--- src/esp_pkg.sv ---
// Shared types, constants and a helper function for the ellipsoid surface point datapath.
package esp_pkg;

  // Field widths
  localparam int ANGLE_W  = 32;
  localparam int RADIUS_W = 33;
  localparam int COORD_W  = 34;
  localparam int CORD_W   = 34;   // CORDIC x, y, z in Q2.30 with headroom
  localparam int MAG_W    = 31;   // magnitude of a clamped sine or cosine
  localparam int PROD_W   = 64;   // radius times trig magnitude
  localparam int RAD_W    = 128;  // sum of squares
  localparam int ROOT_W   = 64;
  localparam int FRAC_SH  = 46;
  localparam int NUM_W    = 2 * RADIUS_W + FRAC_SH;  // a*b scaled by 2^46
  localparam int SQRT_STEPS = ROOT_W;
  localparam int DIV_STEPS  = NUM_W;
  localparam int SIDE_W   = 4 * MAG_W + 3;
  localparam int SROOT_REM_W = ROOT_W + 4;

  // Angle constants, Q3.28
  localparam logic signed [CORD_W-1:0] PI_Q28      = 34'sd843314857;
  localparam logic signed [CORD_W-1:0] TWO_PI_Q28  = 34'sd1686629713;
  localparam logic signed [CORD_W-1:0] HALF_PI_Q28 = 34'sd421657428;
  // CORDIC constants, Q2.30
  localparam logic signed [CORD_W-1:0] GAIN_Q30 = 34'sd652032875;
  localparam logic signed [CORD_W-1:0] ONE_Q30  = 34'sd1073741824;

  // Register map (index = paddr[3])
  localparam logic REG_EQUATORIAL = 1'b0;
  localparam logic REG_POLAR      = 1'b1;
  localparam logic [RADIUS_W-1:0] EQUATORIAL_RESET = 33'd6378137000;
  localparam logic [RADIUS_W-1:0] POLAR_RESET      = 33'd6356752314;

  // One angle in flight through the CORDIC row
  typedef struct packed {
    logic signed [CORD_W-1:0] x;
    logic signed [CORD_W-1:0] y;
    logic signed [CORD_W-1:0] z;
    logic                     neg;
  } cordic_t;

  // Longitude and latitude rotate side by side
  typedef struct packed {
    cordic_t lon;
    cordic_t lat;
  } cordic_pair_t;

  // Square root cell contents
  typedef struct packed {
    logic [RAD_W-1:0]       rad;
    logic [SROOT_REM_W-1:0] rem;
    logic [ROOT_W-1:0]      root;
    logic [SIDE_W-1:0]      side;
  } sqrt_t;

  // Divider cell contents; num turns into the quotient as it shifts
  typedef struct packed {
    logic [NUM_W-1:0]  num;
    logic [ROOT_W-1:0] rem;
    logic [ROOT_W-1:0] den;
    logic [SIDE_W-1:0] side;
  } div_t;

  // atan(2^-i) in Q2.30
  function automatic logic signed [CORD_W-1:0] atan_step(input int i);
    logic signed [CORD_W-1:0] s;
    case (i)
      0:  s = 34'sd843314857;
      1:  s = 34'sd497837829;
      2:  s = 34'sd263043837;
      3:  s = 34'sd133525159;
      4:  s = 34'sd67021687;
      5:  s = 34'sd33543516;
      6:  s = 34'sd16775851;
      7:  s = 34'sd8388437;
      8:  s = 34'sd4194283;
      9:  s = 34'sd2097149;
      10: s = 34'sd1048576;
      default: begin
        if (i <= 30) s = 34'sd1 <<< (30 - i);
        else s = '0;
      end
    endcase
    return s;
  endfunction

endpackage

--- src/esp_cordic_cell.sv ---
// One rotation step of the sine/cosine CORDIC row, both angles at once.
module esp_cordic_cell #(
  parameter int ITER = 0
) (
  input  logic                  clk,
  input  logic                  rst,
  input  logic                  en,
  input  logic                  in_valid,
  input  esp_pkg::cordic_pair_t in_data,
  output logic                  out_valid,
  output esp_pkg::cordic_pair_t out_data
);

  localparam logic signed [esp_pkg::CORD_W-1:0] STEP = esp_pkg::atan_step(ITER);

  function automatic esp_pkg::cordic_t rotate(input esp_pkg::cordic_t c);
    esp_pkg::cordic_t r;
    logic signed [esp_pkg::CORD_W-1:0] dx;
    logic signed [esp_pkg::CORD_W-1:0] dy;
    dx = c.y >>> ITER;
    dy = c.x >>> ITER;
    r = c;
    if (!c.z[esp_pkg::CORD_W-1]) begin
      r.x = c.x - dx;
      r.y = c.y + dy;
      r.z = c.z - STEP;
    end else begin
      r.x = c.x + dx;
      r.y = c.y - dy;
      r.z = c.z + STEP;
    end
    return r;
  endfunction

  esp_pkg::cordic_pair_t data_next;

  always_comb begin
    data_next.lon = rotate(in_data.lon);
    data_next.lat = rotate(in_data.lat);
  end

  always_ff @(posedge clk) begin
    if (rst) begin
      out_valid <= 1'b0;
    end else if (en) begin
      out_valid <= in_valid;
    end
  end

  always_ff @(posedge clk) begin
    if (en) begin
      out_data <= data_next;
    end
  end

endmodule

--- config.mk ---
export PLATFORM = sky130hd
export DESIGN_NAME = esp_cordic_cell
export DESIGN_NICKNAME = d
export VERILOG_FILES = /design/src/esp_pkg.sv /design/src/esp_cordic_cell.sv
export SDC_FILE = /design/constraint.sdc
export NUM_CORES = 1
export LEC_CHECK = 0
export BUFFER_PORTS_ARGS = -buffer_cell sky130_fd_sc_hd__buf_2
export CAP_MARGIN = 30
export CORE_MARGIN = 8
export CORE_UTILIZATION = 50
export CTS_CLUSTER_DIAMETER = 30
export DETAILED_ROUTE_END_ITERATION = 12
export MAX_ROUTING_LAYER = met4
export PLACE_DENSITY = 0.77
export SETUP_SLACK_MARGIN = 0.05
export SYNTH_ARGS = -nofsm -noshare
export SYNTH_HDL_FRONTEND = slang
export SYNTH_SLANG_ARGS = --single-unit
--- constraint.sdc ---
create_clock -name clk -period 4.52 [get_ports clk]
set_input_delay 0.904 -clock clk [delete_from_list [all_inputs] [get_ports clk]]
set_output_delay 0.904 -clock clk [all_outputs]
set_load 0.01 [all_outputs]
# Word level (Yosys, flattened, before mapping)
# Cells that the tools add are included.
# totals
input_bits,210
reg_bits,207
elab_cells,21
output_inout_bits,207
# classes
mux,2
n_addsub,10
# op_table
operator,count
$mux W102,2
$sub A34 B34 Y34,4
$add A34 B31 Y34 const B,2
$add A34 B34 Y34,2
$sub A34 B31 Y34 const B,2

# Depth between registers and ports, before layout
# logic_depth
ltp_word,2
mapped_depth,15
depth_no_buf,13

# Worst setup path before layout
# Ideal clock, no wire load.
# synth_path
path_type,in2reg
startpoint,in in_data[137] (netlist bit)
endpoint,"reg out_data[137] (netlist bit), data pin"
setup_time_ns,0.146
setup_slack_ns,0.051
t_arrival_ns,4.323
stages,15
path_buffers,3
t_required_ns,4.374
cell_sequence,clkbuf_1 -> inv_1 -> clkbuf_1 -> ha_1 -> clkbuf_1 -> a21o_1 -> a21o_1 -> a21o_1 -> or3_1 -> o22a_1 -> a211oi_2 -> o21ai_1 -> a21o_1 -> a221o_1 -> a21oi_1
# synth_rtl
element,line,rtl
"start, declared",esp_cordic_cell.sv:9,"input esp_pkg::cordic_pair_t in_data,"
"end signal, assigned",esp_cordic_cell.sv:52,out_data <= data_next;
"end, declared",esp_cordic_cell.sv:11,output esp_pkg::cordic_pair_t out_data

==> impl_metrics.csv <==
group,metric,value,unit
place,io_buffer_count,416,
clock_network,cts_sinks,205,
drt,drc,0,
sta,worst_slew_pin_slew,0.982,ns
global_route,grt_pass1_wl,113000,um
clock_network,cts_max_path_buffers,3,
yosys,synth_area_leaders,"edfxtp_1, ha_1, xnor2_1",
global_route,grt_max_degree,92,
sta,period_needed,3.76,ns
drt,vias,20000,
place,dp_slack,0.217,ns
critical_path,worstSetupStartpointType,"input pin",
place,place_inst,3264,
sta,hold_violations,0,
sta,max_freq,0.266,GHz
final_layout,final_cells,3375,
global_route,grt_usage,30.7,%
critical_path,critPathTopFamily,"compound AO/OA/AOI/OAI gates",
power_and_ir_drop,p_leak,11.6,nW
yosys,seq_area_frac_synth,30.3,%
power_and_ir_drop,ir_worst_vdd,0.332,mV
final_layout,drive_gt1_share,22.4,%
yosys,syn_inst,2317,
final_layout,fin_nets,3276,
die,core_area,0.0399,mm^2
clock_network,cts_made_buffers,55,
yosys,synthArstFlopShare,0,%
sta,drv_slew,0,
final_layout,area_delta_synth_final,25.1,%
clock_network,cts_setup_buffers,0,
clock_network,cts_resized,0,
die,fp.dieW,217,um
yosys,syn-num-nets,2797,
yosys,netlist_area,0.0203,mm^2
drt,routedWlPerCell,21.7,um
die,fp.dieH,217,um
drt,vias_per_cell,5.92,
die,floorplan.initialDensity,50.8,%
critical_path,max_stage_delay,0.40,ns
yosys,synth-edff-count,204,
final_layout,stdcell_area,0.0254,mm^2
yosys,ys_seq_elements,205,
critical_path,r2r_slack,3.93,ns
global_route,grt_pass1_vias,20000,
critical_path,cp_slowest_cell,"a221oi_1",
clock_network,clk_pin_slew,0.05,ns
sta,fin_ws,0.764,ns
critical_path,path_buf_inv,2,
critical_path,required,4.87,ns
die,die_area,0.0472,mm^2
clock_network,clockRootBuffer,"clkbuf_16",
sta,worst_clock_skew,0,ns
global_route,antenna_found_initial,10,
critical_path,cpMostUsedCell,"a21oi_1",
drt,routed_wl,73300,um
drt,drtIter0Drc,1982,
min_path,hold_path.class,"in -> reg",
place,postPlaceCellArea,0.0234,mm^2
sta,post-route-period-util,83.1,%
critical_path,arrival,4.11,ns
critical_path,critPathKind,"in -> reg",
yosys,yosys.cell_types.count,78,
drt,firstDrtPassIters,6,
clock_network,clk_latency,0.59,ns
critical_path,cp_max_fo,9,
yosys,ys.flop_type,"edfxtp_1",
die,pin_count,417,
die,rows,73,
yosys,yosys_warnings,0,
power_and_ir_drop,powerDensity,382,mW/mm^2
clock_network,cts.htree.levels,2,
place,place_congestion,1.01,
clock_network,cts_tree,"done",
global_route,grt_remaining_overflow,0,
final_layout,mostFrequentLayoutCell,"buf_2",
sta,slew_headroom,34.5,%
sta,setup_viol,0,
final_layout,layout_common_cells,"buf_2, a21oi_1, ha_1",
sta,setup_tns,0,ns
yosys,avgSynthCellArea,8.75,um^2
drt,ant_nets,0,
sta,rsz0062_at_grt,"no",
critical_path,end_kind,"flop",
status,status,"complete, no violations",
clock_network,cts_hold_buf,0,
place,dp_hpwl,58700,um
final_layout,post-route-util,63.5,%
yosys,synth_top_cell_by_area,"edfxtp_1",
yosys,synth_top_area_share,30.2,%
critical_path,crit_chain,"buf_4 -> inv_1 -> ha_1 -> and3_1 -> a221oi_1 -> o22ai_1 -> nor4b_1 -> o21ai_0 -> a221o_1 -> a21oi_1 -> o21bai_1 -> a21oi_1 -> xnor2_1",
job,max_cap_viol_count,0,
path summary, 6_finish.rpt:
| kind | cells after the start | start | to |
|---|---|---|---|
| worst max-delay path | 13 | in_data[137] | out_data[130] |
| worst min register to register | 2 | out_valid | out_valid |
| worst max register to register | 2 | out_valid | out_valid |
| worst min-delay path | 2 | rst | out_valid |
flip-flops by register name, indices dropped and copies added, names as in the netlist:
signal and flops:
out_data 204, out_valid 1
stage by stage:
stage / power (W) / hold slack (ns)
finish: 0.00969 / 0.468
global route: 0.0101 / 0.445
CTS: 0.00971 / 0.438
detailed placement: 0.00563 / 0.502
global placement: 0.00560 / 0.485
floorplan: 0.00443 / 0.528
cells by family after synthesis:
kind of cell | synth area share [%]
adder cells (fa/ha/maj) | 17.0
XOR/XNOR | 8.25
buffers and inverters | 6.17
AND/OR/NAND/NOR | 12.0
flip-flops | 30.3
AO/OA/AOI/OAI | 24.6
multiplexers | 1.63
report_power, final:
group	switching, W	internal [W]
Sequential	0.000113	0.00254
Clock	0.00131	0.00272
Combinational	0.00182	0.00118
per-layer routing:
layer,vias up,GRT usage (%),share of wire [%]
li1,9372,-,-
met5,-,-,0
met4,0,9.13,2.4
met3,123,6.77,8.9
met1,9613,37.8,41
met2,888,50.1,47
cells in the mapped netlist, types with 7 or more instances:
library cell  instances
a21oi_1             275
o21bai_1             60
o21ai_0             141
edfxtp_1            204
a221oi_1             17
nor3_1               31
o21a_1               29
nor2b_1              27
o211ai_1             21
o221ai_1             10
inv_1               226
nand2b_1             23
a2111oi_0            12
and2_1                7
and3_1               13
or3_1                13
a211o_1              10
nand3_1              21
nor2_1              196
nand2_1             110
fa_1                  8
a21o_1               55
a211oi_1             24
or4_1                 8
buf_2                12
clkbuf_1             63
nor4_1               20
o31ai_1              25
ha_1                262
a31oi_1              17
xnor2_1             159
nand4_1              23
o31a_1                8
buf_1                12
mux2i_1              33
xor2_1               32
layout make-up:
class,instances,area (um^2)
fillers,3432,14600
multi-input cells,1788,12900
flip-flops and latches,205,6150
repair buffers,513,2840
clock buffers,58,1410
inverters,233,875
well taps,525,657
clock inverters,42,536
diodes,11,27.5
Power figures use the tool's default switching activity.
