## config.mk

```make
export PLATFORM = sky130hd
export DESIGN_NAME = esp_div_cell
export DESIGN_NICKNAME = d
export VERILOG_FILES = /design/src/esp_pkg.sv /design/src/esp_div_cell.sv
export SDC_FILE = /design/constraint.sdc
export NUM_CORES = 1
export LEC_CHECK = 0
export ABC_AREA = 1
export BUFFER_PORTS_ARGS = -buffer_cell sky130_fd_sc_hd__buf_2
export CORE_AREA = 2 2 286 288
export CTS_CLUSTER_SIZE = 14
export DETAILED_ROUTE_END_ITERATION = 16
export DIE_AREA = 0 0 288 290
export GPL_ROUTABILITY_DRIVEN = 0
export GPL_TIMING_DRIVEN = 0
export SLEW_MARGIN = 30
export SYNTH_ARGS = -nofsm -noshare
export SYNTH_HDL_FRONTEND = slang
export SYNTH_SLANG_ARGS = --single-unit
```

## constraint.sdc

```tcl
create_clock -name clk -period 2.3 [get_ports clk]
set_clock_uncertainty 0.15 [all_clocks]
set_input_delay 0.23 -clock clk [delete_from_list [all_inputs] [get_ports clk]]
set_output_delay 0.23 -clock clk [all_outputs]
set_load 0.05 [all_outputs]
```

## src/esp_pkg.sv

```systemverilog
// Shared types, constants and a helper function for the ellipsoid surface point datapath.
package esp_pkg;

  // Field widths
  localparam int ANGLE_W  = 32;
  localparam int RADIUS_W = 33;
  localparam int COORD_W  = 34;
  localparam int CORD_W   = 34;   // CORDIC x, y, z in Q2.30 with headroom
  localparam int MAG_W    = 31;   // magnitude of a clamped sine or cosine
  localparam int PROD_W   = 64;   // radius times trig magnitude
  localparam int RAD_W    = 128;  // sum of squares
  localparam int ROOT_W   = 64;
  localparam int FRAC_SH  = 46;
  localparam int NUM_W    = 2 * RADIUS_W + FRAC_SH;  // a*b scaled by 2^46
  localparam int SQRT_STEPS = ROOT_W;
  localparam int DIV_STEPS  = NUM_W;
  localparam int SIDE_W   = 4 * MAG_W + 3;
  localparam int SROOT_REM_W = ROOT_W + 4;

  // Angle constants, Q3.28
  localparam logic signed [CORD_W-1:0] PI_Q28      = 34'sd843314857;
  localparam logic signed [CORD_W-1:0] TWO_PI_Q28  = 34'sd1686629713;
  localparam logic signed [CORD_W-1:0] HALF_PI_Q28 = 34'sd421657428;
  // CORDIC constants, Q2.30
  localparam logic signed [CORD_W-1:0] GAIN_Q30 = 34'sd652032875;
  localparam logic signed [CORD_W-1:0] ONE_Q30  = 34'sd1073741824;

  // Register map (index = paddr[3])
  localparam logic REG_EQUATORIAL = 1'b0;
  localparam logic REG_POLAR      = 1'b1;
  localparam logic [RADIUS_W-1:0] EQUATORIAL_RESET = 33'd6378137000;
  localparam logic [RADIUS_W-1:0] POLAR_RESET      = 33'd6356752314;

  // One angle in flight through the CORDIC row
  typedef struct packed {
    logic signed [CORD_W-1:0] x;
    logic signed [CORD_W-1:0] y;
    logic signed [CORD_W-1:0] z;
    logic                     neg;
  } cordic_t;

  // Longitude and latitude rotate side by side
  typedef struct packed {
    cordic_t lon;
    cordic_t lat;
  } cordic_pair_t;

  // Square root cell contents
  typedef struct packed {
    logic [RAD_W-1:0]       rad;
    logic [SROOT_REM_W-1:0] rem;
    logic [ROOT_W-1:0]      root;
    logic [SIDE_W-1:0]      side;
  } sqrt_t;

  // Divider cell contents; num turns into the quotient as it shifts
  typedef struct packed {
    logic [NUM_W-1:0]  num;
    logic [ROOT_W-1:0] rem;
    logic [ROOT_W-1:0] den;
    logic [SIDE_W-1:0] side;
  } div_t;

  // atan(2^-i) in Q2.30
  function automatic logic signed [CORD_W-1:0] atan_step(input int i);
    logic signed [CORD_W-1:0] s;
    case (i)
      0:  s = 34'sd843314857;
      1:  s = 34'sd497837829;
      2:  s = 34'sd263043837;
      3:  s = 34'sd133525159;
      4:  s = 34'sd67021687;
      5:  s = 34'sd33543516;
      6:  s = 34'sd16775851;
      7:  s = 34'sd8388437;
      8:  s = 34'sd4194283;
      9:  s = 34'sd2097149;
      10: s = 34'sd1048576;
      default: begin
        if (i <= 30) s = 34'sd1 <<< (30 - i);
        else s = '0;
      end
    endcase
    return s;
  endfunction

endpackage

```

## src/esp_div_cell.sv

```systemverilog
// One quotient bit of the restoring divider row.
module esp_div_cell (
  input  logic          clk,
  input  logic          rst,
  input  logic          en,
  input  logic          in_valid,
  input  esp_pkg::div_t in_data,
  output logic          out_valid,
  output esp_pkg::div_t out_data
);

  localparam int DW = esp_pkg::ROOT_W;

  logic [DW:0]   rem_sh;
  logic [DW:0]   diff;
  logic          ge;
  esp_pkg::div_t data_next;

  // shift in one numerator bit, subtract divisor when it fits
  always_comb begin
    rem_sh = {in_data.rem, in_data.num[esp_pkg::NUM_W-1]};
    diff   = rem_sh - {1'b0, in_data.den};
    ge     = (rem_sh >= {1'b0, in_data.den});
    data_next     = in_data;
    data_next.rem = ge ? diff[DW-1:0] : rem_sh[DW-1:0];
    data_next.num = {in_data.num[esp_pkg::NUM_W-2:0], ge};
  end

  always_ff @(posedge clk) begin
    if (rst) begin
      out_valid <= 1'b0;
    end else if (en) begin
      out_valid <= in_valid;
    end
  end

  always_ff @(posedge clk) begin
    if (en) begin
      out_data <= data_next;
    end
  end

endmodule

```

* Word level (Yosys, flattened, before mapping) *
Cells that the tools add are included.

storage, ports and cells
  register bits after elaboration = 368
  bits of input ports = 371
  output and inout port bits = 368

cells by class
  add/sub/neg operators = 1
  $lt $le $gt $ge = 1
  multiplexer cells = 1

operators with widths
  kind              count
  $ge A65 B64 Y1    1
  $mux W64          1
  $sub A64 B64 Y64  1

* Longest topological paths before layout *
Gate-level depths: netlist (run 1).

  word-level depth = 2
  mapped depth = 18
  gate-level depth less buffers = 16

* Worst setup path after synthesis (run 1) *
No wires, ideal clock.

  path type = input to register
  from = input in_data[183] (netlist name)
  to = register out_data[194] (netlist name) (data pin)
  setup time = 253 ps
  arrival time = 1803 ps
  data required time = 1897 ps
  setup slack = 94 ps
  stages = 14
  path buffers = 2
  path through = inv_1 > ha_1 > nand2_1 > inv_1 > a21oi_2 > inv_1 > o21ai_1 > nand3_2 > nor2_4 > nand2_4 > buf_12 > buf_12 > nand2_2 > nand2_1

RTL lines
  what                  RTL line            RTL
  start, declared       esp_div_cell.sv:7   input esp_pkg::div_t in_data,
  end signal, assigned  esp_div_cell.sv:39  out_data <= data_next;
  end, declared         esp_div_cell.sv:9   output esp_pkg::div_t out_data

==> results of run 1 <==
[metal layers]
metal	up-vias	wire length (um)
met5	-	262
met2	763	50350
met4	40	5507
met3	212	10910
met1	8416	36860
li1	8572	-
[per-stage QoR]
| stage | power [W] | hold slack (ps) | cells | cell area, um^2 |
|---|---|---|---|---|
| 2_1_floorplan | 0.01205 | 152.4 | 1949 | 18400 |
| 3_3_place_gp | 0.01419 | 236.9 | 3747 | 23420 |
| 3_5_place_dp | 0.01417 | 239.2 | 3752 | 23560 |
| 4_1_cts | 0.02330 | 9.220 | 4210 | 29030 |
| 5_1_grt | 0.02392 | 79.00 | 4224 | 29250 |
| 6_report | 0.02305 | 42.68 | 4240 | 29290 |
[registers in the layout, summed over array words and instances (netlist names)]
| name | count |
|---|---|
| out_data | 367 |
| out_valid | 1 |
[repair_timing]
item | in CTS | in global routing
resized for setup | 4 | 47
cloned | 0 | 1
pin swaps | 1 | 2
endpoints found under the hold margin | 414 | 0
endpoints found under the setup margin | 57 | 60
hold buffers | 369 | 0
buffers inserted | 2 | 1
[critical path, cell delays in order]
cell and delay [ps]:
buf_2 110, ha_1 220, fa_1 490, nor2_1 220, nand2_1 70, nand3_1 180
nand2_1 80, nand2_1 170, nand2_1 90, nand2_2 160, nand2_1 150, nand2_1 90
nand2_1 50, nand3_1 90, nand2_1 60
[where the power goes]
group / internal (W) / switching, W
Combinational: 0.00173 / 0.00465
Sequential: 0.00811 / 0.000164
Clock: 0.00515 / 0.00325
[synth_stat cells (2+ instances only)]
| master | number | area share |
|---|---|---|
| a21oi_1 | 42 | 0.011 |
| a21oi_2 | 3 | 0.0014 |
| and2_1 | 2 | 0.00068 |
| and3_1 | 3 | 0.0010 |
| buf_1 | 6 | 0.0012 |
| buf_12 | 4 | 0.0044 |
| buf_2 | 4 | 0.0011 |
| clkbuf_1 | 5 | 0.0010 |
| clkinv_1 | 2 | 0.00041 |
| edfxtp_1 | 367 | 0.60 |
| ha_1 | 64 | 0.044 |
| inv_1 | 376 | 0.077 |
| inv_2 | 21 | 0.0043 |
| nand2_1 | 658 | 0.13 |
| nand2_2 | 42 | 0.014 |
| nand2_4 | 2 | 0.0012 |
| nand3_1 | 142 | 0.039 |
| nand3_2 | 2 | 0.0011 |
| nand3b_1 | 16 | 0.0065 |
| nand4_1 | 6 | 0.0020 |
| nor2_1 | 97 | 0.020 |
| nor2_2 | 19 | 0.0065 |
| nor2_4 | 7 | 0.0043 |
| nor3_1 | 9 | 0.0024 |
| nor4_1 | 6 | 0.0020 |
| o21ai_0 | 6 | 0.0016 |
| xor2_1 | 30 | 0.014 |
[final timing paths]
kind                             endpoint  slack [ps]  cells past startpoint
hold / removal    out_data[254]$_DFFE_PP_          40                      5
setup reg to reg   out_valid$_SDFFE_PP0P_        1010                      3
hold reg to reg    out_valid$_SDFFE_PP0P_         890                      3
setup / recovery  out_data[253]$_DFFE_PP_          30                     15
[cells by family (layout without fill, tap and decap cells)]
kind of cell               Yosys count  count (layout)  synth area share
adders and majority gates           65              65           0.04462
other                                0              28                 0
buffers and inverters              418            1620           0.08910
and+or+nand+nor                   1013            1014            0.2357
muxes                                1               1         0.0005441
xor gates and xnor gates            31              31           0.01476
AOI/OAI and AO/OA                   53              53           0.01517
DFF                                368             368            0.6001
[layout make-up]
cell class                      count  area [um^2]
Timing Repair Buffer             1115         7582
Clock buffer                       55         1249
Sequential cell                   368        11040
Tap cell                         1060         1326
Antenna cell                       28        70.07
Buffer                             19        165.2
Multi-Input combinational cell   1164         5881
Inverter                          399         1498
Fill cell                        8244        50870
Clock inverter                     32        474.2
==> results.yml, run 1 <==
status:
  status: "finished, final reports clean"
global_route:
  antenna_found_initial: 53
  grt_max_degree: 89
  grt_usage: 0.2396
  overflow: 0
  grt_pass1_vias: 17690
  grt_pass1_wl_um: 138100
  grtUsageMet1: 0.2507
  met2_usage: 0.4186
  use_met3: 0.09646
  busiest_layer: "met2"
placement:
  io_buffer_count: 738
  post-place-ws_ps: -818.0
  dp_hpwl_um: 85340
drt:
  drt-total-wl_um: 103900
  first_pass_iters: 5
  postRouteAntennaNets: 0
  wire_per_inst_um: 24.50
  vias: 18000
  drt_iter0_drc: 1123
  drc: 0
  viasPerCell: 4.246
timing:
  max-slew-margin-rel: 0.6051
  finalSetupViolations: 0
  fin_crit_sh: 0.9871
  clock.fmax_mhz: 440.5
  setup_slack_ps: 29.74
  finalHoldViolCount: 0
  setup-tns-final_ps: 0
  worst_slew_pin_slew_ps: 587.8
  drv_slew: 0
  period_needed_ps: 2270
worst_setup_path:
  critPathKind: "in -> reg"
  crit_start: "in_data[127]"
  worstPathRequired_ps: 2500
  r2r-start: "out_valid$_SDFFE_PP0P_"
  crit_fanout: 3
  critPathLaunchType: "input pin"
  worst_ep_arrival_time_ps: 2470
  critPathCaptureType: "flip-flop"
logic_synthesis:
  ys_seq_area_frac: 0.6001
  synth_nets: 2385
  synth_ff_type: "edfxtp_1"
  synthArstFlopShare: 0
  syn_inst: 1949
  ys_seq_elements: 368
  synth_edf_count: 367
  synth.avg_cell_area_um2: 9.439
  netlist_area_um2: 18400
  synth_cell_type_count: 35
  yosysWarningCount: 0
flow_run:
  maxCapViolations: 0
clock_network:
  clockRootBuffer: "clkbuf_16"
  path_clk_slew_ps: 60
  clk_path_buf_depth: 3
  cts_num_sinks: 368
  cts_buffers: 48
  clk_latency_ps: 600
  h-tree-depth: 2
  tritoncts: "yes"
power:
  powerDensity_nw_per_um2: 787.2
  p_leak_nw: 14.14
  ir_worst_vdd_uv: 497.6
finish:
  drive_above_1_share: 0.3049
  final_common_cell: "buf_2"
  nNetsFinal: 3551
  fin_util: 0.3654
  layout_common_cells: "buf_2, nand2_1, inv_1, dlygate4sd3_1, edfxtp_1"
  area_delta_synth_final_pct: 59.19
min_path:
  hp-class: "in -> reg"
  min-delay-start: "in_data[253]"
floorplan:
  boundaryPins: 739
  fp-row-count: 104
  dieArea_um2: 83520
  die_h_um: 290
  coreArea_um2: 80160
  start_util: 0.2295
  dieWidth_um: 288
Note: power is estimated with default switching activity, not from simulation.
==> run 2, diff against run 1 <==
--- a/config.mk
+++ b/config.mk
@@ -5,12 +5,11 @@
 export SDC_FILE = /design/constraint.sdc
 export NUM_CORES = 1
 export LEC_CHECK = 0
-export ABC_AREA = 1
 export BUFFER_PORTS_ARGS = -buffer_cell sky130_fd_sc_hd__buf_2
-export CORE_AREA = 2 2 286 288
+export CORE_AREA = 2 2 291 293
 export CTS_CLUSTER_SIZE = 14
 export DETAILED_ROUTE_END_ITERATION = 16
-export DIE_AREA = 0 0 288 290
+export DIE_AREA = 0 0 293 295
 export GPL_ROUTABILITY_DRIVEN = 0
 export GPL_TIMING_DRIVEN = 0
 export SLEW_MARGIN = 30
==> results.yml, run 2 <==
timing:
  fin_crit_sh: 1.267
  finalHoldViolCount: 0
  clock.fmax_mhz: 343.2
  worst_slew_pin_slew_ps: 500.1
  drv_slew: 0
  period_needed_ps: 2914
  holdWs_ps: 75.08
  setup-tns-final_ps: -33690
  setup_slack_ps: -614.0
  rsz0062_at_grt: "true"
  finalSetupViolations: 65
  max-slew-margin-rel: 0.6646
logic_synthesis:
  synth_top_family_by_area: "compound AO/OA/AOI/OAI gates"
  ys_top_cells_by_area: "edfxtp_1, ha_1, a21oi_1"
  ys_seq_elements: 368
  netlist.top_cell.by_area: "edfxtp_1"
  syn_inst: 1122
  synth_ff_type: "edfxtp_1"
  synth_most_common_cell: "edfxtp_1"
  synth-simple-area-share: 0.06662
  synth_compound_area_frac: 0.1140
  synth_cell_type_count: 67
  synth_fa_ha_area_frac: 0.05160
  yosysWarningCount: 0
  synth_nets: 1558
  synth_top_area_share: 0.6928
  ys_seq_area_frac: 0.6941
  netlist_area_um2: 15910
  synth.avg_cell_area_um2: 14.18
  synthMuxAreaShare: 0.01188
  synth_edf_count: 367
  synthXorXnorAreaFrac: 0.03139
  synth_top_cells_by_count: "edfxtp_1, a21oi_1, inv_1"
  synthArstFlopShare: 0
finish:
  top_register: "out_data"
  final_area_um2: 28200
  layout_common_cells: "buf_2, dlygate4sd3_1, edfxtp_1, inv_1, nor2_1"
  largest_reg_flops: 367
  fin_cells: 3466
  final_common_cell: "buf_2"
  nNetsFinal: 2769
  drive_above_1_share: 0.4536
  area_delta_synth_final_pct: 77.26
  reg.largest.list: "out_data (367), out_valid (1)"
min_path:
  hp-class: "in -> reg"
  whs_endpoint: "out_data[193]$_DFFE_PP_"
  min_path_cells: 4
  min-delay-start: "in_data[192]"
drt:
  first_pass_iters: 7
  viasPerCell: 4.115
  drt-total-wl_um: 83270
  wire_per_inst_um: 24.02
  postRouteAntennaNets: 0
  drc: 0
  drt_iter0_drc: 689
  vias: 14260
placement:
  dp_hpwl_um: 65420
  post-place-ws_ps: -1859
  io_buffer_count: 738
  place_inst: 2945
  placed_cell_area_um2: 21480
worst_setup_path:
  crit_path_max_incr_delay_ps: 540
  r2r_slack_ps: 1010
  cp_slowest_cell: "a2111oi_4"
  r2r_end: "out_valid$_SDFFE_PP0P_"
  crit_fanout: 6
  ff2ff_path_depth: 3
  critPathCaptureType: "flip-flop"
  cp_cell_sequence: "buf_6, inv_2, ha_4, o21ai_2, o211ai_1, a21boi_4, a2111oi_4, nor3_4, o21ai_2, a31o_4, a21o_1, buf_8, buf_12, buf_12, mux2_4"
  worst_ep_arrival_time_ps: 3100
  worstPathRequired_ps: 2490
  critPathKind: "in -> reg"
  critPathTopFamily: "compound AO/OA/AOI/OAI gates"
  r2r-start: "out_valid$_SDFFE_PP0P_"
  cp_num_buf_inv: 5
  critPathLaunchType: "input pin"
global_route:
  grt_max_degree: 83
  grt_pass1_vias: 14490
  grt_usage: 0.1836
  grt_pass1_wl_um: 110900
  antenna_found_initial: 40
  overflow: 0
power:
  powerDensity_nw_per_um2: 808.9
  ir_worst_vdd_uv: 564.6
  p_leak_nw: 11.90
clock_network:
  tritoncts: "yes"
  cts_buffers: 47
  clk_latency_ps: 600
  clk_path_buf_depth: 3
  cts_num_sinks: 368
  clockRootBuffer: "clkbuf_16"
  h-tree-depth: 2
  path_clk_slew_ps: 60
floorplan:
  dieWidth_um: 293
  start_util: 0.1913
  fp-row-count: 106
  dieArea_um2: 86440
  die_h_um: 295
  boundaryPins: 739
  coreArea_um2: 83160
status:
  violations: "setup timing"
  status: "finished, violations left"
flow_run:
  maxCapViolations: 0
==> run 2: cell count changes in the layout (fill, tap and decap cells not counted), sizes merged, moves of 15 or more <==
cell,previous run,this run
o21ai,7,46
xnor2,1,37
inv,402,83
nand3,144,11
buf,754,815
nand2,703,60
a21oi,45,123
mux2,0,15
nor2,123,87
a21o,1,37
==> run 2: where the power goes <==
| group | switching, W | internal, W |
|---|---|---|
| clock | 0.00323 | 0.00489 |
| combinational | 0.00432 | 0.00210 |
| sequential | 0.000147 | 0.00812 |
| total | 0.00770 | 0.0151 |
==> run 2: worst reg2reg max path: stages, from the launching register on <==
cell and delay (ps):
dfxtp_1 300, mux2i_1 120, nor2_1 60, dlygate4sd3_1 550
==> run 2: area by class of cell <==
cell class                      count  area, um^2
Fill cell                        8264       54960
Tap cell                         1080        1351
Multi-Input combinational cell    641        5243
Inverter                           79       311.5
Antenna cell                       14       35.03
Clock buffer                       56        1231
Clock inverter                     32       451.7
Sequential cell                   368       11040
Buffer                             26       307.8
Timing Repair Buffer             1170        8224
==> run 2: metal layers <==
metal	GRT usage	part of all wire	wire [um]
met1	0.2006	0.37	30920
met2	0.3246	0.50	41720
met3	0.06668	0.084	6988
met4	0.06929	0.041	3424
met5	0	0.0025	207
==> run 2: cells by family (layout without fill, tap and decap cells) <==
family                   Yosys count  in the layout
AO/OA/AOI/OAI                    278            278
buffers and inverters            113           1363
other                              0             14
XOR/XNOR                          57             57
flip-flops                       368            368
adder cells (fa/ha/maj)           65             65
multiplexers                      17             17
AND/OR/NAND/NOR                  224            224
==> run 2: timing repair <==
item                       in CTS  in global routing
setup endpoints to repair      65                 65
gates resized for setup       113                 73
hold endpoints to repair      407                  2
cloned                          4                  1
buffers inserted               35                 19
hold buffers                  368                  3
pin swaps                      26                 45
==> run 2: stage by stage <==
stage / power (W) / utilization
2_1_floorplan: 0.01199 / -
3_3_place_gp: 0.01386 / 0.2565
3_5_place_dp: 0.01383 / 0.2583
4_1_cts: 0.02301 / 0.3339
5_1_grt: 0.02365 / 0.3389
6_report: 0.02281 / 0.3391
==> run 2: how the worst max path moves through the flow <==
stage / end / from / slack, ps / depth (start not counted)
6_report: out_data[235]$_DFFE_PP_ / in_data[135] / -610 / 15
5_1_grt: out_data[235]$_DFFE_PP_ / in_data[169] / -710 / 15
2_1_floorplan: out_data[195]$_DFFE_PP_ / in_data[148] / -630 / 13
4_1_cts: out_data[235]$_DFFE_PP_ / in_data[133] / -700 / 15
3_3_place_gp: out_valid$_SDFFE_PP0P_ / en / -5270 / 3
3_5_place_dp: out_data[228]$_DFFE_PP_ / in_data[143] / -1860 / 16
