## config.mk

```make
export PLATFORM = sky130hd
export DESIGN_NAME = esp_sqrt_cell
export DESIGN_NICKNAME = d
export VERILOG_FILES = /design/src/esp_pkg.sv /design/src/esp_sqrt_cell.sv
export SDC_FILE = /design/constraint.sdc
export NUM_CORES = 1
export LEC_CHECK = 0
export BUFFER_PORTS_ARGS = -buffer_cell sky130_fd_sc_hd__clkbuf_2
export CAP_MARGIN = 10
export CORE_AREA = 2 2 307 309
export DETAILED_ROUTE_END_ITERATION = 7
export DIE_AREA = 0 0 309 311
export PLACE_DENSITY = 0.36
export REMOVE_ABC_BUFFERS = 1
export SLEW_MARGIN = 10
export SYNTH_ARGS = -nofsm -noshare
export SYNTH_HDL_FRONTEND = slang
export SYNTH_SLANG_ARGS = --single-unit
```

## constraint.sdc

```tcl
create_clock -name clk -period 3.3 [get_ports clk]
set_input_delay 0.165 -clock clk [delete_from_list [all_inputs] [get_ports clk]]
set_output_delay 0.165 -clock clk [all_outputs]
set_load 0.005 [all_outputs]
```

## src/esp_pkg.sv

```systemverilog
// Shared types, constants and a helper function for the ellipsoid surface point datapath.
package esp_pkg;

  // Field widths
  localparam int ANGLE_W  = 32;
  localparam int RADIUS_W = 33;
  localparam int COORD_W  = 34;
  localparam int CORD_W   = 34;   // CORDIC x, y, z in Q2.30 with headroom
  localparam int MAG_W    = 31;   // magnitude of a clamped sine or cosine
  localparam int PROD_W   = 64;   // radius times trig magnitude
  localparam int RAD_W    = 128;  // sum of squares
  localparam int ROOT_W   = 64;
  localparam int FRAC_SH  = 46;
  localparam int NUM_W    = 2 * RADIUS_W + FRAC_SH;  // a*b scaled by 2^46
  localparam int SQRT_STEPS = ROOT_W;
  localparam int DIV_STEPS  = NUM_W;
  localparam int SIDE_W   = 4 * MAG_W + 3;
  localparam int SROOT_REM_W = ROOT_W + 4;

  // Angle constants, Q3.28
  localparam logic signed [CORD_W-1:0] PI_Q28      = 34'sd843314857;
  localparam logic signed [CORD_W-1:0] TWO_PI_Q28  = 34'sd1686629713;
  localparam logic signed [CORD_W-1:0] HALF_PI_Q28 = 34'sd421657428;
  // CORDIC constants, Q2.30
  localparam logic signed [CORD_W-1:0] GAIN_Q30 = 34'sd652032875;
  localparam logic signed [CORD_W-1:0] ONE_Q30  = 34'sd1073741824;

  // Register map (index = paddr[3])
  localparam logic REG_EQUATORIAL = 1'b0;
  localparam logic REG_POLAR      = 1'b1;
  localparam logic [RADIUS_W-1:0] EQUATORIAL_RESET = 33'd6378137000;
  localparam logic [RADIUS_W-1:0] POLAR_RESET      = 33'd6356752314;

  // One angle in flight through the CORDIC row
  typedef struct packed {
    logic signed [CORD_W-1:0] x;
    logic signed [CORD_W-1:0] y;
    logic signed [CORD_W-1:0] z;
    logic                     neg;
  } cordic_t;

  // Longitude and latitude rotate side by side
  typedef struct packed {
    cordic_t lon;
    cordic_t lat;
  } cordic_pair_t;

  // Square root cell contents
  typedef struct packed {
    logic [RAD_W-1:0]       rad;
    logic [SROOT_REM_W-1:0] rem;
    logic [ROOT_W-1:0]      root;
    logic [SIDE_W-1:0]      side;
  } sqrt_t;

  // Divider cell contents; num turns into the quotient as it shifts
  typedef struct packed {
    logic [NUM_W-1:0]  num;
    logic [ROOT_W-1:0] rem;
    logic [ROOT_W-1:0] den;
    logic [SIDE_W-1:0] side;
  } div_t;

  // atan(2^-i) in Q2.30
  function automatic logic signed [CORD_W-1:0] atan_step(input int i);
    logic signed [CORD_W-1:0] s;
    case (i)
      0:  s = 34'sd843314857;
      1:  s = 34'sd497837829;
      2:  s = 34'sd263043837;
      3:  s = 34'sd133525159;
      4:  s = 34'sd67021687;
      5:  s = 34'sd33543516;
      6:  s = 34'sd16775851;
      7:  s = 34'sd8388437;
      8:  s = 34'sd4194283;
      9:  s = 34'sd2097149;
      10: s = 34'sd1048576;
      default: begin
        if (i <= 30) s = 34'sd1 <<< (30 - i);
        else s = '0;
      end
    endcase
    return s;
  endfunction

endpackage

```

## src/esp_sqrt_cell.sv

```systemverilog
// One result bit of the restoring square root row.
module esp_sqrt_cell (
  input  logic           clk,
  input  logic           rst,
  input  logic           en,
  input  logic           in_valid,
  input  esp_pkg::sqrt_t in_data,
  output logic           out_valid,
  output esp_pkg::sqrt_t out_data
);

  localparam int RW = esp_pkg::SROOT_REM_W;

  logic [RW-1:0] rem_sh;
  logic [RW-1:0] trial;
  logic          ge;
  esp_pkg::sqrt_t data_next;

  // bring down two radicand bits, try root*4+1
  always_comb begin
    rem_sh = {in_data.rem[RW-3:0], in_data.rad[esp_pkg::RAD_W-1 -: 2]};
    trial  = {2'b00, in_data.root, 2'b01};
    ge     = (rem_sh >= trial);
    data_next      = in_data;
    data_next.rad  = {in_data.rad[esp_pkg::RAD_W-3:0], 2'b00};
    data_next.rem  = ge ? (rem_sh - trial) : rem_sh;
    data_next.root = {in_data.root[esp_pkg::ROOT_W-2:0], ge};
  end

  always_ff @(posedge clk) begin
    if (rst) begin
      out_valid <= 1'b0;
    end else if (en) begin
      out_valid <= in_valid;
    end
  end

  always_ff @(posedge clk) begin
    if (en) begin
      out_data <= data_next;
    end
  end

endmodule

```

# Yosys cells after proc, flatten, opt, wreduce, memory -nomap -nowiden
# Cells that the tools add are included.
[totals]
register_bits = 386
latch_bits = 0
mem_bits_rw = 0
rom_bits = 0
in_bits = 391
output_inout_bits = 388
elab_cells = 8
mem_count = 0
[classes]
n_addsub = 1
n_mul = 0
div_mod_pow = 0
magnitude_cmp = 1
eq_ne = 0
n_shift = 0
mux = 1
bitwise_logic = 0
reduce_logical = 0
[op_table]
columns = ["operator", "n"]
rows = [
  [">= comparator 68 x 66 -> 1 bit", 1],
  ["2-to-1 mux 68 bit", 1],
  ["subtractor 68 x 66 -> 68 bit", 1],
]

# Depth between registers and ports, before layout
# Gate-level depths: netlist of run 1.
[logic_depth]
depth_word = 2
mapped_depth = 15

# Worst setup path before layout of run 1
# Ideal clock, no wire load.
[synth_path]
path_kind = "input to register"
from = "input port in_data[136] in the netlist's numbering"
to = "register out_data[255] in the netlist's numbering (data pin)"
setup_time_ns = 0.256
arrival_time_ns = 2.567
required_ns = 3.044
path_slack_ns = 0.477
stages = 13
cell_sequence = "inv_1 ha_1 buf_6 a21o_1 a211oi_2 a31oi_2 and4_4 or4b_4 nand2_4 inv_2 buf_6 buf_6 a31o_2"
[synth_lines]
columns = ["item", "line_no", "rtl"]
rows = [
  ["start: declaration", "esp_sqrt_cell.sv:7", "input esp_pkg::sqrt_t in_data,"],
  ["end signal: assignment", "esp_sqrt_cell.sv:40", "out_data <= data_next;"],
  ["end: declaration", "esp_sqrt_cell.sv:9", "output esp_pkg::sqrt_t out_data"],
]

==> results.md, run 1 <==
- GRT Overall Usage: 17.0%
- Routed vias: 15700
- Congestion Overflow GR: 0
- Worst slew pin tran: 0.823 ns
- CTS Buf Count: 49
- Crit path launch: in_data[156]
- Clock-pin slew on the worst setup and hold paths: 0.06 ns
- HPWL Detailed: 69800 um
- Synth cell types: 69
- IO Count: 779
- Vias in the first global route: 16300
- Reg-to-reg startpoint: out_valid
- Residual DRC count: 0
- NetSw: 4.05 mW
- Die span in y: 311 um
- ANT nets after route: 0
- Max Root-Sink Buffers: 3
- Via/cell ratio: 4.03
- Layout area overhead: 73.2%
- Crit Path Max Fanout: 20
- Post-synth EDFFs: 385
- Die Area: 96100 um^2
- Syn Inst Count: 1251
- RePlAce Congestion: 0.874
- Combinational power share: 20.4%
- Final hold vios: 0
- Hold Path Cell Cnt: 3
- Hold Path Class: primary input to register
- Initial Utilization: 18.1%
- Max VDD drop: 341 uV
- WL/cell: 22.1 um
- CP Data Arrival Time: 3.54 ns
- Static leakage: 12.7 nW
- Worst flop-to-flop path endpoint: out_valid
- Post-synthesis cell area: 16800 um^2
- Top FF cell, synth: edfxtp_1
- Seq. cell area: 11600 um^2
- Clock Power Share: 37.9%
- CTS sink count: 386
- Yosys reg bits: 386
- Initial antenna violation count: 26
- Achievable Freq: 315 MHz
- Hold WS: 0.0591 ns
- Core Footprint: 92800 um^2
- Pwr per Cell Area: 505 nW/um^2
- # H-tree levels: 2
- Rel. slew slack: 45.2%
- Nets: 3042
- # setup viols final: 0
- Fin. max-slew vios: 0
- Internal power: 10.6 mW
- Row count: 112
- Skew final: 0 ns
- Status: completed
- Worst Hold End: out_data[223]
- Syn Area/Cell: 13.4 um^2
- Switching Fraction: 27.6%
- YS warnings: 0
- Number of fill cells: 9652
- Share of layout cells above drive strength 1: 40.2%
- Sequential power share: 41.7%
- RSZ-0062 raised after global routing: false
- Final Core Density: 31.3%
- IO Port Bufs: 774
- Reg2reg setup slack: 2.17 ns
- Most frequent cells in the layout: clkbuf_2, edfxtp_1, dlygate4sd3_1, buf_4, nor2_1
- Min-delay src: in_data[221]
- Clock root buffer: clkbuf_16
- Most common cell after layout, fill and taps aside: clkbuf_2
- Initial DRC count: 962
- Ys async rst share: 0%
- Worst-skew pair later-pin latency: 0.62 ns
- Crit Path Category: primary input to register
- TritonCTS clock tree: done
- Critical path startpoint category: primary input
- Fin crit period: 3.17 ns
- Crit. End Element: register
- First-pass GRT wire length: 117000 um
- Post-layout instance area: 29100 um^2
- Footprint of the multi-input gates: 4780 um^2
- Total Wirelength: 85800 um
- Post-DP Area: 23400 um^2
- Crit path required time: 3.66 ns
- Pin count of the biggest net entering global routing: 83
- Worst reg2reg path depth: 3
- Drt pass-1 iters: 7
- MaxCap Viol Count: 0
- Sequential area share after synthesis: 69.0%
- Fin crit share: 96.2%
- Die width: 309 um
- Setup Buffers After CTS: 0
[worst max-delay path, cell delays in order]
cell and delay (ns):
dlygate4sd3_1 0.52, clkbuf_2 0.13, inv_1 0.05, ha_1 0.38
a21o_1 0.27, a21oi_1 0.15, buf_4 0.15, o21ai_1 0.08
a21oi_1 0.19, o32ai_2 0.13, or4b_4 0.56, nand2_4 0.09
clkinv_2 0.09, buf_12 0.17, buf_12 0.15, nor2_1 0.15
nor3_2 0.08
[final cells by class]
cell class                      count  share of cell area, %
Sequential cell                   386                   39.8
Multi-Input combinational cell    734                   16.4
Timing Repair Buffer             1327                   31.4
Inverter                           87                   1.13
Tap cell                         1254                   5.40
Antenna cell                        8                 0.0689
Clock buffer                       58                   4.40
Clock inverter                     33                   1.29
[logic make-up after synthesis]
kind of cell | Yosys count | share of synthesized area [%]
buf+inv | 132 | 3.24
other cells | 1 | 0.0223
fa+ha+maj | 66 | 4.92
xor+xnor | 57 | 2.97
mux | 4 | 0.246
simple gates | 303 | 8.34
compound gates | 302 | 11.3
flops | 386 | 69.0
[registers in the layout, summed over array words and instances (netlist names)]
| name | cells |
|---|---|
| out_valid | 1 |
| out_data | 385 |
[timing repair]
item	4_1_cts	5_1_grt
endpoints found under the hold margin	383	0
gates resized for setup	0	34
hold buffers	384	0
setup endpoints to repair	0	34
[power groups by stage]
stage / logic (mW) / registers, mW / clock network (mW)
2_1_floorplan: 0.854 / 6.25 / 0
3_3_place_gp: 2.62 / 6.22 / 0
3_5_place_dp: 2.61 / 6.22 / 0
4_1_cts: 3.03 / 6.13 / 5.77
5_1_grt: 3.25 / 6.17 / 5.94
6_report: 2.99 / 6.12 / 5.57
[cell usage after synthesis, types with 20 or more instances]
library cell | n | area, um^2
clkbuf_1 | 25 | 93.8
a21oi_1 | 125 | 626
a21o_1 | 26 | 195
nand2_1 | 76 | 285
xor2_1 | 30 | 263
inv_1 | 86 | 323
xnor2_1 | 27 | 236
nor2_1 | 117 | 439
nand4_1 | 21 | 131
ha_1 | 66 | 826
nor3_1 | 20 | 100
edfxtp_1 | 385 | 11600
o21ai_0 | 51 | 255
[how the worst max path moves through the flow]
stage	depth (start not counted)	slack (ns)	endpoint
6_report	17	0.13	out_data[238]
5_1_grt	15	0.001	out_data[256]
4_1_cts	17	0.03	out_data[250]
3_5_place_dp	17	-0.14	out_data[250]
3_3_place_gp	16	-0.16	out_data[256]
2_1_floorplan	10	-0.18	out_data[217]
[layer usage]
metal	vias to the layer above	wire, um	track usage (%)
li1	7371	-	-
met1	7551	32800	18.8
met2	574	42600	30.1
met3	158	5450	4.36
met4	28	4650	8.46
met5	-	197	0
[stage by stage]
step / setup slack, ns / TNS [ns] / power, mW / cells
4_1_cts: 0.0254 / 0 / 14.9 / 3879
3_3_place_gp: -0.157 / -0.612 / 8.84 / 3404
6_report: 0.126 / 0 / 14.7 / 3887
2_1_floorplan: -0.178 / -0.903 / 7.10 / 1207
5_1_grt: 0.00118 / 0 / 15.4 / 3881
3_5_place_dp: -0.138 / -0.523 / 8.83 / 3404
(Power assumes the default switching activity.)
==> run 2: changes to the inputs <==
- ABC_AREA: not set -> 1
- CORE_AREA: 2 2 307 309 -> 2 2 300 302
- DIE_AREA: 0 0 309 311 -> 0 0 302 304
- PLACE_DENSITY: 0.36 -> 0.4
==> run 2 against run 1 <==
Against the previous run: first-iteration DRC count is 15% higher; die area is 4.5% lower; cell area is 3.0% higher; sequential share of layout area is 1.1 points lower; via count is 14% higher; count of clock-buffer cells in the layout is 3 lower; clock power is 3% higher; sequential power hardly changed; setup slack better by 0.30 ns; global-route usage is 3.8 points higher; non-clock buffer count is 135 lower; critical path type unchanged; largest cell class unchanged; largest power group unchanged.
==> results.md, run 2 <==
- Cell mode on critical path: nand2_1
- GRT Overall Usage: 20.8% (was 17.0%)
- # H-tree levels: 2 (unchanged)
- Synth cell types: 30 (was 69)
- Number of fill cells: 9438 (was 9652)
- Status: completed (unchanged)
- RSZ-0062 raised after global routing: false (unchanged)
- Crit Path Category: primary input to register (unchanged)
- Residual DRC count: 0 (unchanged)
- Crit path required time: 3.75 ns (was 3.66 ns)
- Via/cell ratio: 4.07 (was 4.03)
- Worst Hold End: out_data[309] (was out_data[223])
- Crit. End Element: register (unchanged)
- First-pass GRT wire length: 134000 um (was 117000 um)
- Reg-to-reg startpoint: out_valid (unchanged)
- Hold WS: 0.0190 ns (was 0.0591 ns)
- CTS sink count: 386 (unchanged)
- # setup viols final: 0 (unchanged)
- IO Port Bufs: 774 (unchanged)
- Drt pass-1 iters: 5 (was 7)
- Switching Fraction: 28.1% (was 27.6%)
- Sequential power share: 41.2% (was 41.7%)
- TNS Setup: 0 ns (unchanged)
- Syn Area/Cell: 9.57 um^2 (was 13.4 um^2)
- Crit-path cells: dlygate4sd3_1, clkbuf_2, inv_1, ha_1, nand2_1, nor2_1, nand2_1, inv_2, nand2_1, nor2_1, nand4_1, nand2_1, nor2_1, nand2_4, buf_4, buf_4, nand2_1, nand2_1 (was dlygate4sd3_1, clkbuf_2, inv_1, ha_1, a21o_1, a21oi_1, buf_4, o21ai_1, a21oi_1, o32ai_2, or4b_4, nand2_4, clkinv_2, buf_12, buf_12, nor2_1, nor3_2)
- Final Core Density: 33.6% (was 31.3%)
- Achievable Freq: 349 MHz (was 315 MHz)
- Dominant cells by area after synthesis: edfxtp_1, nand2_1, inv_1 (was edfxtp_1, ha_1, a21oi_1)
- Most numerous cell in the Yosys netlist: nand2_1 (was edfxtp_1)
- Footprint of the multi-input gates: 5720 um^2 (was 4780 um^2)
- Min-delay src: en (was in_data[221])
- Row count: 110 (was 112)
- Core Footprint: 89000 um^2 (was 92800 um^2)
- Final hold vios: 0 (unchanged)
- RePlAce Congestion: 0.941 (was 0.874)
- Fin crit share: 86.9% (was 96.2%)
- Pin count of the biggest net entering global routing: 55 (was 83)
- Combinational power share: 20.1% (was 20.4%)
- Max Root-Sink Buffers: 3 (unchanged)
- Initial antenna violation count: 26 (unchanged)
- TritonCTS clock tree: done (unchanged)
- Top FF cell, synth: edfxtp_1 (unchanged)
- Yosys reg bits: 386 (unchanged)
- Congestion Overflow GR: 0 (unchanged)
- Static leakage: 14.5 nW (was 12.7 nW)
- NetSw: 4.15 mW (was 4.05 mW)
- Hold Path Cell Cnt: 1 (was 3)
- Tot Pwr: 14.8 mW (was 14.7 mW)
- Clock root buffer: clkbuf_16 (unchanged)
- Largest area contributor in the netlist: edfxtp_1 (unchanged)
- Crit Path Max Fanout: 15 (was 20)
- Syn Inst Count: 1960 (was 1251)
- Max FFs per register: 385 (unchanged)
- Registers with the most flip-flops: out_data: 385 flops, out_valid: 1 flops (unchanged)
- YS warnings: 0 (unchanged)
- Worst reg2reg path depth: 3 (unchanged)
- Most frequent cells in the layout: clkbuf_2, nand2_1, edfxtp_1, dlygate4sd3_1, inv_1 (was clkbuf_2, edfxtp_1, dlygate4sd3_1, buf_4, nor2_1)
- Crit-path max cell delay: 0.55 ns (was 0.56 ns)
- Worst-skew pair later-pin latency: 0.59 ns (was 0.62 ns)
- Worst flop-to-flop path endpoint: out_valid (unchanged)
- Pre-CTS setup slack: 0.429 ns (was -0.138 ns)
- Routed vias: 17900 (was 15700)
- Die span in y: 304 um (was 311 um)
- Post-CTS Resized: 0 (unchanged)
- Layout area overhead: 59.5% (was 73.2%)
- HPWL Detailed: 82900 um (was 69800 um)
- ANT nets after route: 0 (unchanged)
- Post-DP Area: 24400 um^2 (was 23400 um^2)
- WL/cell: 22.3 um (was 22.1 um)
- Vias in the first global route: 18300 (was 16300)
- Rel. slew slack: 57.7% (was 45.2%)
- Post-synth EDFFs: 385 (unchanged)
- Worst slew pin tran: 0.634 ns (was 0.823 ns)
- Nets: 3644 (was 3042)
- Post-synthesis cell area: 18800 um^2 (was 16800 um^2)
- Internal power: 10.6 mW (about the same)
- Post-layout instance area: 29900 um^2 (was 29100 um^2)
- Pwr per Cell Area: 493 nW/um^2 (was 505 nW/um^2)
- Most frequent cells after synthesis: nand2_1, edfxtp_1, inv_1, nor2_1, nand3_1 (was edfxtp_1, a21oi_1, nor2_1, inv_1, nand2_1)
- IO Count: 779 (unchanged)
- CP Data Arrival Time: 3.32 ns (was 3.54 ns)
- Initial DRC count: 1103 (was 962)
- Clock Power Share: 38.7% (was 37.9%)
- CTS Buf Count: 48 (was 49)
- Die width: 302 um (was 309 um)
- Post-synth top area share: 61.6% (was 68.9%)
- Fin crit period: 2.87 ns (was 3.17 ns)
- Clock-pin slew on the worst setup and hold paths: 0.06 ns (about the same)
- Critical path startpoint category: primary input (unchanged)
- MaxCap Viol Count: 0 (unchanged)
- Register with the most flip-flops: out_data (unchanged)
- CP max-delay cell: dlygate4sd3_1 (was or4b_4)
- Sequential area share after synthesis: 61.7% (was 69.0%)
- Seq. cell area: 11600 um^2 (unchanged)
- Die Area: 91800 um^2 (was 96100 um^2)
- Most common cell after layout, fill and taps aside: clkbuf_2 (unchanged)
- Fin. max-slew vios: 0 (unchanged)
- Initial Utilization: 21.1% (was 18.1%)
- Total Wirelength: 98500 um (was 85800 um)
- Share of layout cells above drive strength 1: 28.1% (was 40.2%)
- Skew final: 0 ns (unchanged)
- Setup ws final: 0.431 ns (was 0.126 ns)
- Max VDD drop: 479 uV (was 341 uV)
- Hold Path Class: primary input to register (unchanged)
- Reg2reg setup slack: 2.16 ns (was 2.17 ns)
- Placed cells: 3929 (was 3404)
- Finished Layout Cells: 4414 (was 3887)
- Ys async rst share: 0% (unchanged)
run 2: cell count changes in the layout (fill, tap and decap cells not counted), sizes merged, moves of 12 or more:
cell	delta
buf	-135
a21oi	-50
inv	+275
a31oi	-12
o31ai	-12
xnor2	-25
nor2	+13
a21o	-26
nand3	+63
o21ai	-27
nand2	+636
run 2: logic make-up after synthesis:
| logic type | synth area share, % |
|---|---|
| and+or+nand+nor | 21.0 |
| DFF | 61.7 |
| AOI/OAI and AO/OA | 3.45 |
| buffers and inverters | 7.81 |
| adders and majority gates | 4.40 |
| muxes | 0.0533 |
| xor gates and xnor gates | 1.59 |
| other | 0.0200 |
run 2: timing repair:
item / in CTS / in global routing
hold buffers: 384 / 0
setup buffers: 0 / 0
endpoints found under the hold margin: 383 / 0
run 2: how the worst max path moves through the flow:
stage                             from  slack (ns)             to
after floorplan           in_data[167]        0.68  out_data[225]
after global placement    in_data[149]        0.47  out_data[249]
after detailed placement  in_data[160]        0.43  out_data[215]
after CTS                 in_data[164]        0.43  out_data[215]
after global routing      in_data[164]        0.14  out_data[218]
final                     in_data[160]        0.43  out_data[215]
run 2: cell type report:
| class | count | area share, % |
|---|---|---|
| Tap cell | 1176 | 4.92 |
| Timing Repair Buffer | 1192 | 27.0 |
| Inverter | 359 | 4.50 |
| Sequential cell | 386 | 38.7 |
| Clock inverter | 33 | 1.50 |
| Multi-Input combinational cell | 1200 | 19.1 |
| Antenna cell | 13 | 0.109 |
| Clock buffer | 55 | 4.10 |
run 2: metal layers:
metal | GRT usage (%) | part of all wire (%) | vias up | routed length, um
li1 | - | - | 8788 | -
met1 | 24.1 | 40 | 8416 | 38900
met2 | 36.6 | 49 | 601 | 48600
met3 | 5.68 | 7.2 | 125 | 7130
met4 | 7.43 | 3.8 | 18 | 3790
met5 | 0 | 0.11 | - | 111
run 2: worst max-delay path, delay by kind of cell:
kind	cells	cell delay (ns)
fa+ha+maj	1	0.37
simple gates	11	1.42
buf+inv	6	1.34
run 2: power groups by stage:
stage	registers (mW)	clock network, mW	logic, mW
finish	6.09	5.71	2.97
global route	6.13	6.06	3.26
CTS	6.09	5.89	3.05
global placement	6.19	0	2.62
floorplan	6.22	0	0.947
detailed placement	6.19	0	2.61
==> run 3: changes to the inputs <==
- ABC_AREA: 1 -> not set
- CORE_AREA: 2 2 300 302 -> 2 2 307 309
- DIE_AREA: 0 0 302 304 -> 0 0 309 311
- PLACE_DENSITY: 0.4 -> not set
- TNS_END_PERCENT: not set -> 100
==> run 3 against run 2 <==
Against the previous run: wire length down 4.8%; largest power group unchanged; critical path type unchanged; highest routed layer unchanged; largest cell class unchanged; count of clock-buffer cells in the layout up 2; critical path depth down 4; non-clock buffer count up 111.
==> results.md, run 3 (synthesis results as in run 1) <==
- Drt pass-1 iters: 5 (unchanged)
- CP Data Arrival Time: 3.60 ns (was 3.32 ns)
- Clock root buffer: clkbuf_16 (unchanged)
- Most frequent cells in the layout: clkbuf_2, edfxtp_1, dlygate4sd3_1, buf_4, a21oi_1 (was clkbuf_2, nand2_1, edfxtp_1, dlygate4sd3_1, inv_1)
- Layout area overhead: 72.1% (was 59.5%)
- Initial DRC count: 1042 (was 1103)
- Reg-to-reg startpoint: out_valid (unchanged)
- Crit. End Element: register (unchanged)
- Core Footprint: 92800 um^2 (was 89000 um^2)
- Skew final: 0 ns (unchanged)
- First-pass GRT wire length: 125000 um (was 134000 um)
- Worst slew pin tran: 0.580 ns (was 0.634 ns)
- Internal power: 10.8 mW (was 10.6 mW)
- Register with the most flip-flops: out_data (unchanged)
- Initial antenna violation count: 46 (was 26)
- Crit Path Max Fanout: 56 (was 15)
- Nets: 3019 (was 3644)
- Fin crit period: 3.21 ns (was 2.87 ns)
- Clock-pin slew on the worst setup and hold paths: 0.06 ns (about the same)
- Total Wirelength: 93800 um (was 98500 um)
- Die Area: 96100 um^2 (was 91800 um^2)
- Initial Utilization: 18.1% (was 21.1%)
- Vias in the first global route: 16100 (was 18300)
- Number of fill cells: 9548 (was 9438)
- WL/cell: 24.2 um (was 22.3 um)
- Congestion Overflow GR: 0 (unchanged)
- Status: completed (unchanged)
- Residual DRC count: 0 (unchanged)
- Placed cells: 3377 (was 3929)
- Combinational power share: 20.2% (was 20.1%)
- Pin count of the biggest net entering global routing: 90 (was 55)
- Static leakage: 12.6 nW (was 14.5 nW)
- Crit path required time: 3.69 ns (was 3.75 ns)
- ANT nets after route: 0 (unchanged)
- Tot Pwr: 14.9 mW (was 14.8 mW)
- Max FFs per register: 385 (unchanged)
- Sequential power share: 41.0% (was 41.2%)
- Via/cell ratio: 4.06 (was 4.07)
- Crit Path Category: primary input to register (unchanged)
- TNS Setup: 0 ns (unchanged)
- Hold Path Class: primary input to register (unchanged)
- Worst-skew pair later-pin latency: 0.63 ns (was 0.59 ns)
- Die span in y: 311 um (was 304 um)
- Critical path startpoint category: primary input (unchanged)
- Max Root-Sink Buffers: 3 (unchanged)
- Registers with the most flip-flops: out_data: 385 flops, out_valid: 1 flops (unchanged)
- HPWL Detailed: 76600 um (was 82900 um)
- TritonCTS clock tree: done (unchanged)
- Fin. max-slew vios: 0 (unchanged)
- Max VDD drop: 316 uV (was 479 uV)
- # H-tree levels: 2 (unchanged)
- Die width: 309 um (was 302 um)
- MaxCap Viol Count: 0 (unchanged)
- RePlAce Congestion: 0.864 (was 0.941)
- Footprint of the multi-input gates: 4720 um^2 (was 5720 um^2)
- Switching Fraction: 27.7% (was 28.1%)
- Clock Power Share: 38.8% (was 38.7%)
- RSZ-0062 raised after global routing: true (was false)
- Finished Layout Cells: 3880 (was 4414)
- Row count: 112 (was 110)
- Final hold vios: 0 (unchanged)
- NetSw: 4.12 mW (was 4.15 mW)
- # setup viols final: 0 (unchanged)
- Final Core Density: 31.1% (was 33.6%)
- Achievable Freq: 311 MHz (was 349 MHz)
- IO Port Bufs: 774 (unchanged)
- Crit path launch: in_data[142] (was in_data[160])
- Hold WS: 0.0536 ns (was 0.0190 ns)
- Routed vias: 15800 (was 17900)
- Min-delay src: in_data[155] (was en)
- GRT Overall Usage: 18.8% (was 20.8%)
- Pwr per Cell Area: 516 nW/um^2 (was 493 nW/um^2)
- Most common cell after layout, fill and taps aside: clkbuf_2 (unchanged)
- CTS Buf Count: 50 (was 48)
- Rel. slew slack: 61.0% (was 57.7%)
- Share of layout cells above drive strength 1: 39.2% (was 28.1%)
- Seq. cell area: 11600 um^2 (unchanged)
- IO Count: 779 (unchanged)
- CTS sink count: 386 (unchanged)
- Fin crit share: 97.4% (was 86.9%)
[run 3: changes by cell type in the layout (fill, tap and decap cells not counted), sizes merged, moves of 12 or more]
cell,previous run,this run
a21oi,75,125
nand3,82,19
a21o,0,26
a31oi,0,12
xnor2,2,27
nor2,130,117
o31ai,0,12
buf,35,144
inv,363,88
o21ai,25,52
nand2,713,77
diode,13,26
[run 3: what timing repair did]
action | CTS | global route
hold endpoints to repair | 402 | 0
buffers inserted | 0 | 1
gates resized for setup | 0 | 19
setup endpoints to repair | 0 | 58
hold buffers | 386 | 0
[run 3: path summary, 6_finish.rpt]
kind,to,slack [ns],cells past startpoint
min reg2reg,out_valid,1.04,3
max,out_data[217],0.09,14
min,out_data[156],0.05,2
max reg2reg,out_valid,2.17,3
[run 3: per-layer routing]
layer,vias up,part of all wire [%],track usage [%]
met3,164,9.3,6.98
met4,30,5.4,9.19
met1,7622,38,20.7
met2,606,47,31.6
met5,-,0.20,0
li1,7339,-,-
[run 3: cell type report]
| type | count | share of cell area, % |
|---|---|---|
| Sequential cell | 386 | 40.1 |
| Timing Repair Buffer | 1303 | 30.9 |
| Multi-Input combinational cell | 734 | 16.4 |
| Tap cell | 1254 | 5.43 |
| Clock buffer | 57 | 4.49 |
| Clock inverter | 33 | 1.42 |
| Inverter | 87 | 1.13 |
| Antenna cell | 26 | 0.225 |
[run 3: power groups by stage]
stage	combinational [mW]	clock, mW	sequential, mW
floorplan	0.854	0	6.25
global placement	2.60	0	6.20
detailed placement	2.60	0	6.20
CTS	3.05	5.98	6.11
global route	3.25	6.13	6.15
finish	3.01	5.79	6.11
[run 3: metrics by stage]
step	cell area (um^2)	setup WS (ns)
after floorplan	16600	-0.178
after detailed placement	23200	-0.231
final	28900	0.0874
after global routing	28900	-0.124
after global placement	23200	-0.175
after CTS	28800	0.00578
[run 3: critical path, cell delays in order]
cell	delay (ns)
dlygate4sd3_1	0.53
clkbuf_2	0.11
inv_1	0.05
ha_1	0.30
a21oi_1	0.20
o21a_1	0.16
o31ai_1	0.09
a21boi_1	0.49
o32ai_2	0.19
or4b_4	0.57
nand2_4	0.09
clkinv_2	0.09
buf_12	0.18
mux2_2	0.32
